[src/rtl/core/per_trigger_hysteresis_debounce_macros.svh]
// ----------------------------------------------------------------------------
// Assertion macros for the trigger hysteresis debounce block
// Each macro expands to a labeled concurrent assertion in simulation and to
// nothing in synthesis.
// ----------------------------------------------------------------------------
`ifndef PER_TRIGGER_HYSTERESIS_DEBOUNCE_MACROS_SVH
`define PER_TRIGGER_HYSTERESIS_DEBOUNCE_MACROS_SVH

`ifndef SYNTHESIS

// Same-cycle implication, disabled while reset is asserted
`define PHT_ASSERT_IMPLIES(label, clk, rst_n, ante, cons) \
	label: assert property (@(posedge clk) disable iff (!rst_n) (ante) |-> (cons)) \
		else $error("hysteresis debounce assertion failed");

// Next-cycle implication, disabled while reset is asserted
`define PHT_ASSERT_NEXT(label, clk, rst_n, ante, cons) \
	label: assert property (@(posedge clk) disable iff (!rst_n) (ante) |=> (cons)) \
		else $error("hysteresis debounce assertion failed");

`else

`define PHT_ASSERT_IMPLIES(label, clk, rst_n, ante, cons)
`define PHT_ASSERT_NEXT(label, clk, rst_n, ante, cons)

`endif

`endif

[src/rtl/core/pht_pkg.sv]
// ----------------------------------------------------------------------------
// pht_pkg
// Shared types, constants and helpers of the trigger hysteresis debounce.
// ----------------------------------------------------------------------------
package pht_pkg;

	localparam int CHAN_W               = 6;
	localparam int SCORE_W              = 16;
	localparam int CNT_W                = 8;
	localparam int RATIO_W              = 16;
	localparam int CFG_IDX_W            = 2;
	localparam int CFG_DATA_W           = 16;
	localparam int PROD_W               = 32;
	localparam int DEFAULT_NUM_CHANNELS = 64;
	localparam int OUT_FIFO_DEPTH       = 3;

	// 1e-3 in Q1.15, rounded to nearest
	localparam logic [SCORE_W-1:0] EPS_Q15       = 16'd33;
	localparam logic [CNT_W-1:0]   COUNT_MAX     = 8'hFF;
	localparam logic [CNT_W-1:0]   NEED_RESET    = 8'd1;
	localparam logic [RATIO_W-1:0] RATIO_RESET   = 16'd32768;

	typedef enum logic [CFG_IDX_W-1:0] {
		REG_ENTER_NEED = 2'd0,
		REG_EXIT_NEED  = 2'd1,
		REG_RATIO      = 2'd2
	} cfg_reg_t;

	// Per-channel state word held in the state memory
	typedef struct packed {
		logic             active;
		logic [CNT_W-1:0] enter_cnt;
		logic [CNT_W-1:0] exit_cnt;
	} chan_state_t;

	// One result item, packed as on the output tdata (score in the low bits)
	typedef struct packed {
		logic               active;
		logic [SCORE_W-1:0] score;
	} result_t;

	// Saturating counter increment
	function automatic logic [CNT_W-1:0] sat_inc(input logic [CNT_W-1:0] c);
		return (c == COUNT_MAX) ? COUNT_MAX : c + CNT_W'(1);
	endfunction

endpackage

[src/rtl/core/pht_state_ram.sv]
// ----------------------------------------------------------------------------
// pht_state_ram
// Per-channel state memory: one write and one read port, registered read
// data, write-to-read forwarding and a clearing sweep after reset.
// ----------------------------------------------------------------------------
module pht_state_ram #(
	parameter int NUM_CHANNELS = pht_pkg::DEFAULT_NUM_CHANNELS,
	parameter int AW           = (NUM_CHANNELS > 1) ? $clog2(NUM_CHANNELS) : 1
) (
	input  logic                clk,
	input  logic                arst_n,
	input  logic                rd_en,
	input  logic [AW-1:0]       rd_addr,
	input  logic                wr_en,
	input  logic [AW-1:0]       wr_addr,
	input  pht_pkg::chan_state_t wr_data,
	output pht_pkg::chan_state_t rd_data,
	output logic                busy
);

	localparam logic [AW-1:0] LAST_ADDR = AW'(NUM_CHANNELS - 1);

	pht_pkg::chan_state_t mem [NUM_CHANNELS];
	pht_pkg::chan_state_t rd_q;
	pht_pkg::chan_state_t fwd_data_q;
	logic                 fwd_q;
	logic                 clr_busy_q;
	logic [AW-1:0]        clr_addr_q;

	// Sweep every entry to zero after reset
	always_ff @(posedge clk or negedge arst_n) begin
		if (!arst_n) begin
			clr_busy_q <= 1'b1;
			clr_addr_q <= '0;
		end else if (clr_busy_q) begin
			if (clr_addr_q == LAST_ADDR) begin
				clr_busy_q <= 1'b0;
			end
			clr_addr_q <= clr_addr_q + AW'(1);
		end
	end

	// Write port: clearing sweep has the port to itself
	always_ff @(posedge clk) begin
		if (clr_busy_q) begin
			mem[clr_addr_q] <= '0;
		end else if (wr_en) begin
			mem[wr_addr] <= wr_data;
		end
	end

	// Read port with registered read data
	always_ff @(posedge clk) begin
		if (rd_en) begin
			rd_q <= mem[rd_addr];
		end
		fwd_data_q <= wr_data;
	end

	// Note a read that collides with a write at the same edge
	always_ff @(posedge clk or negedge arst_n) begin
		if (!arst_n) begin
			fwd_q <= 1'b0;
		end else begin
			fwd_q <= rd_en && wr_en && (wr_addr == rd_addr);
		end
	end

	assign rd_data = fwd_q ? fwd_data_q : rd_q;
	assign busy    = clr_busy_q;

endmodule

[src/rtl/core/pht_update.sv]
// ----------------------------------------------------------------------------
// pht_update
// Enter/exit counter update, active decision and score adjustment for one
// item, given the channel's current state.
// ----------------------------------------------------------------------------
module pht_update (
	input  pht_pkg::chan_state_t              cur,
	input  logic [pht_pkg::SCORE_W-1:0]       score,
	input  logic [pht_pkg::SCORE_W-1:0]       thr,
	input  logic [pht_pkg::PROD_W-1:0]        thr_ratio,
	input  logic                              at_or_above,
	input  logic [pht_pkg::CNT_W-1:0]         enter_need,
	input  logic [pht_pkg::CNT_W-1:0]         exit_need,
	output pht_pkg::chan_state_t              nxt,
	output pht_pkg::result_t                  res
);

	logic [pht_pkg::CNT_W-1:0]  need_in;
	logic [pht_pkg::CNT_W-1:0]  need_out;
	logic [pht_pkg::PROD_W-1:0] score_scaled;
	logic                       below_release;
	logic                       confirmed;

	// Treat a zero count requirement as one
	assign need_in  = (enter_need == '0) ? pht_pkg::CNT_W'(1) : enter_need;
	assign need_out = (exit_need == '0) ? pht_pkg::CNT_W'(1) : exit_need;

	// score * 32768 < threshold * release_ratio
	assign score_scaled  = pht_pkg::PROD_W'({score, 15'b0});
	assign below_release = score_scaled < thr_ratio;

	// Advance counters and decide the active flag
	always_comb begin
		nxt = cur;
		if (!cur.active) begin
			if (at_or_above) begin
				nxt.enter_cnt = pht_pkg::sat_inc(cur.enter_cnt);
				confirmed     = nxt.enter_cnt >= need_in;
			end else begin
				nxt.enter_cnt = '0;
				confirmed     = 1'b0;
			end
			nxt.exit_cnt = '0;
		end else begin
			if (below_release) begin
				nxt.exit_cnt = pht_pkg::sat_inc(cur.exit_cnt);
				confirmed    = nxt.exit_cnt < need_out;
			end else begin
				nxt.exit_cnt = '0;
				confirmed    = 1'b1;
			end
			nxt.enter_cnt = '0;
		end
		nxt.active = confirmed;
	end

	// Cap an unconfirmed score below threshold, raise a confirmed one to it
	always_comb begin
		res.active = confirmed;
		if (!confirmed && at_or_above) begin
			res.score = (thr >= pht_pkg::EPS_Q15) ? thr - pht_pkg::EPS_Q15 : '0;
		end else if (confirmed && !at_or_above) begin
			res.score = thr;
		end else begin
			res.score = score;
		end
	end

endmodule

[src/rtl/core/pht_out_fifo.sv]
// ----------------------------------------------------------------------------
// pht_out_fifo
// Small result queue that decouples the output handshake from the pipeline.
// ----------------------------------------------------------------------------
module pht_out_fifo (
	input  logic             clk,
	input  logic             arst_n,
	input  logic             push,
	input  pht_pkg::result_t push_data,
	input  logic             pop,
	output pht_pkg::result_t head,
	output logic             not_empty,
	output logic [1:0]       count
);

	localparam int DEPTH = pht_pkg::OUT_FIFO_DEPTH;
	localparam int PW    = $clog2(DEPTH);
	localparam logic [PW-1:0] LAST = PW'(DEPTH - 1);

	pht_pkg::result_t slots_q [DEPTH];
	logic [PW-1:0]    wr_ptr_q;
	logic [PW-1:0]    rd_ptr_q;
	logic [1:0]       count_q;

	// Store pushed results
	always_ff @(posedge clk) begin
		if (push) begin
			slots_q[wr_ptr_q] <= push_data;
		end
	end

	// Advance pointers and occupancy
	always_ff @(posedge clk or negedge arst_n) begin
		if (!arst_n) begin
			wr_ptr_q <= '0;
			rd_ptr_q <= '0;
			count_q  <= '0;
		end else begin
			if (push) begin
				wr_ptr_q <= (wr_ptr_q == LAST) ? '0 : wr_ptr_q + PW'(1);
			end
			if (pop) begin
				rd_ptr_q <= (rd_ptr_q == LAST) ? '0 : rd_ptr_q + PW'(1);
			end
			if (push && !pop) begin
				count_q <= count_q + 2'd1;
			end else if (pop && !push) begin
				count_q <= count_q - 2'd1;
			end
		end
	end

	assign head      = slots_q[rd_ptr_q];
	assign not_empty = (count_q != '0);
	assign count     = count_q;

endmodule

[src/rtl/core/per_trigger_hysteresis_debounce.sv]
// ----------------------------------------------------------------------------
// per_trigger_hysteresis_debounce
// Per-channel enter/exit count hysteresis on trigger scores, state kept in a
// synchronous memory with read-modify-write and forwarding.
// ----------------------------------------------------------------------------
// Channel   Dir  Payload (low bit up)                          Handshake
// s_axis    in   channel[5:0] score_in[21:6] threshold[37:22]  tvalid/tready
// m_axis    out  score_out[15:0] active[16]                    tvalid/tready
// cfg       in   cfg_index selects register, cfg_data value    cfg_we
//
// One item per cycle sustained while m_axis_tready is high; each result
// passes the memory read, then update and write-back to the result queue.
// After reset the state memory is swept to zero while s_axis_tready stays
// low; configuration writes are taken throughout.
// s_axis_tready depends only on the registered sweep flag and occupancy of
// the pipeline stage and three-entry result queue, never on m_axis_tready.
// ----------------------------------------------------------------------------
module per_trigger_hysteresis_debounce #(
	parameter int NUM_CHANNELS = pht_pkg::DEFAULT_NUM_CHANNELS
) (
	input  logic        clk,
	input  logic        arst_n,
	// channel, score_in, threshold
	input  logic [39:0] s_axis_tdata,
	input  logic        s_axis_tvalid,
	output logic        s_axis_tready,
	// score_out, active
	output logic [23:0] m_axis_tdata,
	output logic        m_axis_tvalid,
	input  logic        m_axis_tready,
	input  logic                              cfg_we,
	input  logic [pht_pkg::CFG_IDX_W-1:0]     cfg_index,
	input  logic [pht_pkg::CFG_DATA_W-1:0]    cfg_data
);

	`include "per_trigger_hysteresis_debounce_macros.svh"

	localparam int AW   = (NUM_CHANNELS > 1) ? $clog2(NUM_CHANNELS) : 1;
	localparam int CW   = pht_pkg::CHAN_W;
	localparam int SW   = pht_pkg::SCORE_W;
	localparam int EXTW = AW + CW;

	// Configuration registers
	logic [pht_pkg::CNT_W-1:0]   enter_need_q;
	logic [pht_pkg::CNT_W-1:0]   exit_need_q;
	logic [pht_pkg::RATIO_W-1:0] ratio_q;

	// Input fields
	logic [CW-1:0]   in_channel;
	logic [SW-1:0]   in_score;
	logic [SW-1:0]   in_thr;
	logic [EXTW-1:0] ch_ext;
	logic            in_range;
	logic            s_accept;

	// Pipeline stage 1: memory read in flight
	logic                        valid_s1;
	logic                        in_range_s1;
	logic [AW-1:0]               addr_s1;
	logic [SW-1:0]               score_s1;
	logic [SW-1:0]               thr_s1;
	logic [pht_pkg::PROD_W-1:0]  prod_s1;
	logic                        ge_s1;

	pht_pkg::chan_state_t cur_state;
	pht_pkg::chan_state_t nxt_state;
	pht_pkg::result_t     upd_res;
	pht_pkg::result_t     push_res;
	pht_pkg::result_t     head_res;
	logic                 state_wr_en;
	logic                 clr_busy;
	logic                 fifo_not_empty;
	logic [1:0]           fifo_count;
	logic                 m_pop;

	// Take configuration writes
	always_ff @(posedge clk or negedge arst_n) begin
		if (!arst_n) begin
			enter_need_q <= pht_pkg::NEED_RESET;
			exit_need_q  <= pht_pkg::NEED_RESET;
			ratio_q      <= pht_pkg::RATIO_RESET;
		end else if (cfg_we) begin
			unique case (pht_pkg::cfg_reg_t'(cfg_index))
				pht_pkg::REG_ENTER_NEED: begin
					enter_need_q <= cfg_data[pht_pkg::CNT_W-1:0];
				end
				pht_pkg::REG_EXIT_NEED: begin
					exit_need_q <= cfg_data[pht_pkg::CNT_W-1:0];
				end
				pht_pkg::REG_RATIO: begin
					ratio_q <= cfg_data[pht_pkg::RATIO_W-1:0];
				end
				default: begin
				end
			endcase
		end
	end

	// Unpack the input transaction
	assign in_channel = s_axis_tdata[CW-1:0];
	assign in_score   = s_axis_tdata[CW+SW-1:CW];
	assign in_thr     = s_axis_tdata[CW+2*SW-1:CW+SW];
	assign ch_ext     = EXTW'(in_channel);
	assign in_range   = ch_ext < EXTW'(NUM_CHANNELS);

	// Accept while the stage and queue together leave a free result slot
	assign s_axis_tready = !clr_busy &&
		((3'(fifo_count) + 3'(valid_s1)) < 3'(pht_pkg::OUT_FIFO_DEPTH));
	assign s_accept = s_axis_tvalid && s_axis_tready;

	always_ff @(posedge clk or negedge arst_n) begin
		if (!arst_n) begin
			valid_s1 <= 1'b0;
		end else begin
			valid_s1 <= s_accept;
		end
	end

	// Hold item fields and the release product while the read completes
	always_ff @(posedge clk) begin
		if (s_accept) begin
			in_range_s1 <= in_range;
			addr_s1     <= ch_ext[AW-1:0];
			score_s1    <= in_score;
			thr_s1      <= in_thr;
			prod_s1     <= pht_pkg::PROD_W'(in_thr) * pht_pkg::PROD_W'(ratio_q);
			ge_s1       <= in_score >= in_thr;
		end
	end

	pht_state_ram #(
		.NUM_CHANNELS(NUM_CHANNELS),
		.AW          (AW)
	) u_state_ram (
		.clk    (clk),
		.arst_n (arst_n),
		.rd_en  (s_accept && in_range),
		.rd_addr(ch_ext[AW-1:0]),
		.wr_en  (state_wr_en),
		.wr_addr(addr_s1),
		.wr_data(nxt_state),
		.rd_data(cur_state),
		.busy   (clr_busy)
	);

	pht_update u_update (
		.cur        (cur_state),
		.score      (score_s1),
		.thr        (thr_s1),
		.thr_ratio  (prod_s1),
		.at_or_above(ge_s1),
		.enter_need (enter_need_q),
		.exit_need  (exit_need_q),
		.nxt        (nxt_state),
		.res        (upd_res)
	);

	// Write back the updated state; pass out-of-range channels straight through
	assign state_wr_en = valid_s1 && in_range_s1;

	always_comb begin
		if (in_range_s1) begin
			push_res = upd_res;
		end else begin
			push_res.score  = score_s1;
			push_res.active = 1'b0;
		end
	end

	assign m_pop = m_axis_tvalid && m_axis_tready;

	pht_out_fifo u_out_fifo (
		.clk      (clk),
		.arst_n   (arst_n),
		.push     (valid_s1),
		.push_data(push_res),
		.pop      (m_pop),
		.head     (head_res),
		.not_empty(fifo_not_empty),
		.count    (fifo_count)
	);

	assign m_axis_tvalid = fifo_not_empty;
	assign m_axis_tdata  = 24'(head_res);

	// Result queue never overflows
	`PHT_ASSERT_IMPLIES(a_no_overflow, clk, arst_n, valid_s1, (fifo_count != 2'd3) || m_pop)
	// In-flight items never exceed the queue depth
	`PHT_ASSERT_IMPLIES(a_credit, clk, arst_n, 1'b1, (3'(fifo_count) + 3'(valid_s1)) <= 3'd3)
	// No state write-back while the clearing sweep owns the memory
	`PHT_ASSERT_IMPLIES(a_no_write_in_clear, clk, arst_n, clr_busy, !state_wr_en)

endmodule

[config.mk]
export PLATFORM = sky130hd
export DESIGN_NAME = per_trigger_hysteresis_debounce
export DESIGN_NICKNAME = d
export VERILOG_FILES = /design/src/rtl/core/pht_pkg.sv /design/src/rtl/core/pht_state_ram.sv /design/src/rtl/core/pht_update.sv /design/src/rtl/core/pht_out_fifo.sv /design/src/rtl/core/per_trigger_hysteresis_debounce.sv
export VERILOG_INCLUDE_DIRS = /design/src /design/src/rtl/core
export SDC_FILE = /design/constraint.sdc
export NUM_CORES = 2
export LEC_CHECK = 0
export CORE_UTILIZATION = 35
export DETAILED_ROUTE_END_ITERATION = 8
export DONT_BUFFER_PORTS = 1
export HOLD_SLACK_MARGIN = 0.06
export PLACE_DENSITY_LB_ADDON = 0.05
export REMOVE_ABC_BUFFERS = 1
export SLEW_MARGIN = 15
export SYNTH_ARGS = -nofsm -noshare
export SYNTH_HDL_FRONTEND = slang
export SYNTH_SLANG_ARGS = --single-unit
[constraint.sdc]
create_clock -name clk -period 6.52 [get_ports clk]
set_input_delay 0.326 -clock clk [delete_from_list [all_inputs] [get_ports clk]]
set_output_delay 0.326 -clock clk [all_outputs]
set_load 0.02 [all_outputs]
==> impl_metrics.toml <==
[global_routing]
antenna_found_initial = 27
grt_usage = 0.193
grt_pass1_vias = 32600
grt.busiest_layer = "met2"
global_route.usage.met1 = 0.253
grt-ovfl-total = 0
grt.met2_usage = 0.334
use_met3 = 0.0332
grt_max_degree = 275
grt_pass1_wl_um = 234000

[clocking]
clock_latency_ps = 790
cts_buffers = 147
cts.sinks = 1291
root_buffer = "clkbuf_16"
htreeDepth = 4
postCtsSetupBuffers = 0
path_clk_slew_ps = 60
max-clock-path-buffers = 3
tritoncts = "yes"

[logic_synthesis]
ys_types = 71
syn-cell-area_sq_mm = 0.0594
synth_warnings = 0
synth_area_leaders = "edfxtp_1 62%, mux4_2 14%, fa_1 6.5%"
synth.avg_cell_area_sq_um = 17.7
synth_compound_area_frac = 0.0240
synth_top_area_cell = "edfxtp_1"
synth_top_family_by_area = "multiplexers"
synth-main-ff-cell = "edfxtp_1"
synth-seq-cells = 1291
async_flop_share = 0.0364
ys_seq_area_frac = 0.646
synth_xor_area_frac = 0.00752
yosys.area_share.adder = 0.0989
synth_edf_count = 1227
yosysTopAreaCellShare = 0.621
syn-instance-count = 3356
synthSimpleGateAreaFrac = 0.0468
muxShareOfSynthArea = 0.146

[cells_and_area]
fin_nets = 3938
multiInputGateArea_sq_mm = 0.0198
fin_util = 0.406
regArea_sq_mm = 0.0384
areaGrowthSynthToFinish_pct = 14.8
fillers = 15100
drive_above_1_share = 0.210

[setup_path]
rrSetupSlack_ps = 270
worst-endpoint-arrival_ps = 6760
required_ps = 7030
r2r_end = "prod_s1[24]$_DFFE_PP_"
r2r_cells = 21
start_kind = "register"
r2r_start = "ratio_q[4]$_DFFE_PN0P_"
cp-end-kind = "register"
cp_max_fo = 11
critPathKind = "register to register"

[sta]
max_freq_mhz = 160
clock_skew_ps = 32.5
finalSetupViolCount = 0
fin_crit_ps = 6250
finalHoldViolations = 0
tightest_slew_ps = 1080
setup_tns_ps = 0
slew_viol_final = 0
finalCritPeriodShare = 0.958
rsz0062_at_grt = "no"
relSlewSlack = 0.273

[power]
p_per_area_mw_per_mm2 = 515
leakage_nw = 23.8
vdd_drop_max_mv = 1.07

[floorplan]
fp-row-count = 150
die_x_um = 414
ioPinCount = 89
core_area_sq_mm = 0.168
die_y_um = 414
dieArea_sq_mm = 0.171
initial_utilization = 0.354

[job]
max_cap_violations = 0

[route]
drcViolationCount = 0
vias = 30600
wire_per_inst_um = 27.9
ant_nets = 0
drt_iter0_drc = 2077
vias_per_cell = 5.23
routed_wl_um = 163000
drtPass1Iterations = 5

[place]
portBuffers = 0
hpwl_um = 98200
gp_congestion = 0.790

[min_path]
hold_path_end = "ge_s1$_DFFE_PP_"
hold_path_class = "primary input to register"
min_path_cells = 5
hold_path_startpoint = "s_axis_tdata[20]"

[run_status]
status = "finished, final reports clean"
## cells by family after synthesis
kind of cell / after synthesis
multiplexers: 416
AND/OR/NAND/NOR: 596
XOR/XNOR: 51
buffers and inverters: 441
adder cells (fa/ha/maj): 353
other: 1
AO/OA/AOI/OAI: 207
flip-flops: 1291
## flip-flops by register name, summed over array words and instances (netlist names)
register / cells
ratio_q: 16
exit_need_q: 8
u_out_fifo.slots_q: 51
score_s1: 16
ge_s1: 1
u_state_ram.clr_addr_q: 6
u_out_fifo.count: 2
enter_need_q: 8
prod_s1: 32
u_out_fifo.rd_ptr_q: 2
addr_s1: 6
thr_s1: 16
u_state_ram.fwd_data_q: 17
u_state_ram.fwd_q: 1
valid_s1: 1
u_state_ram.busy: 1
u_state_ram.rd_q: 17
u_state_ram.mem: 1088
u_out_fifo.wr_ptr_q: 2
## layout by cell type (no fill, tap or decap), drive strengths merged, types with 47 or more instances in the layout
cell type and count:
edfxtp 1227, mux4 359, inv 301, nand2 231, clkbuf 199, fa 194, ha 159, nor2 149
and2 110, buf 81, dlygate4sd3 75, clkinv 52, o21ai 50, a21oi 47
## synthesized netlist by cell type, types with 5 or more instances
master	count
a21o_1	31
a21oi_1	44
a221o_1	15
a31oi_1	5
and2_1	110
and3_1	7
buf_1	10
buf_2	26
buf_4	15
clkbuf_1	90
dfrtp_1	43
dfxtp_1	17
edfxtp_1	1227
fa_1	194
ha_1	159
inv_1	296
mux2_2	30
mux2i_1	27
mux4_2	359
nand2_1	231
nand2b_1	6
nand3_1	20
nand3b_1	6
nand4_1	9
nor2_1	149
nor2b_1	10
nor3_1	17
nor3b_1	6
nor4_1	9
o21a_1	5
o21ai_0	50
o21bai_1	5
or3_1	6
xnor2_1	34
xor2_1	17
## metrics by stage
| step | worst slack [ps] | hold slack, ps | cell area, sq um | instances | power (mW) |
|---|---|---|---|---|---|
| floorplan | 743 | 30.4 | 58700 | 3217 | 22.2 |
| global placement | 273 | 35.1 | 62600 | 5496 | 27.1 |
| detailed placement | 155 | 34.8 | 62600 | 5496 | 27.2 |
| CTS | 129 | 93.1 | 68000 | 5840 | 35.5 |
| global route | 26.1 | 126 | 68100 | 5846 | 37.6 |
| finish | 272 | 125 | 68100 | 5851 | 35.1 |
## worst max path at each step
stage	cells after the start	start	endpoint
3_3_place_gp	20	ratio_q[4]$_DFFE_PN0P_	prod_s1[30]$_DFFE_PP_
6_report	21	ratio_q[4]$_DFFE_PN0P_	prod_s1[24]$_DFFE_PP_
5_1_grt	21	ratio_q[4]$_DFFE_PN0P_	prod_s1[24]$_DFFE_PP_
3_5_place_dp	19	ratio_q[2]$_DFFE_PN0P_	prod_s1[30]$_DFFE_PP_
4_1_cts	19	ratio_q[2]$_DFFE_PN0P_	prod_s1[30]$_DFFE_PP_
2_1_floorplan	19	ratio_q[7]$_DFFE_PN0P_	prod_s1[30]$_DFFE_PP_
## worst max-delay path, stage by stage, from the launching register on
cell and delay (ps):
dfrtp_1 540, and2_1 240, fa_1 530, inv_1 50, fa_1 460, fa_1 520
inv_1 60, fa_1 490, fa_1 500, inv_1 50, fa_1 490, inv_1 50
ha_1 350, a21oi_1 170, o21ai_0 140, a31o_2 260, a211o_1 290, buf_4 180
a21oi_1 230, o21bai_1 90, a21oi_1 190, xnor2_1 80
## layout make-up
class | instances | share of cell area
Clock inverter | 67 | 0.00863
Clock buffer | 199 | 0.0598
Sequential cell | 1291 | 0.563
Timing Repair Buffer | 156 | 0.0216
Multi-Input combinational cell | 1630 | 0.290
Antenna cell | 8 | 0.000294
Tap cell | 2204 | 0.0405
Inverter | 296 | 0.0163
## where the power goes
part / leakage (nW) / total (mW) / switching, mW / internal [mW]
Sequential: 12.0 / 11.3 / 0.396 / 10.9
Clock: 2.26 / 8.03 / 3.33 / 4.69
Combinational: 9.48 / 15.8 / 9.34 / 6.47
Total: 23.8 / 35.1 / 13.1 / 22.0
## layer usage
metal,part of all wire,vias to the layer above
met5,0.00017,-
met4,0.020,4
met3,0.046,217
met2,0.51,723
met1,0.42,16500
li1,-,13100
## timing repair
| action | 4_1_cts | 5_1_grt |
|---|---|---|
| hold buffers | 78 | 0 |
| endpoints found under the setup margin | 0 | 3 |
| gates resized for setup | 0 | 6 |
| endpoints found under the hold margin | 144 | 0 |
Note: power is estimated with default switching activity, not from simulation.
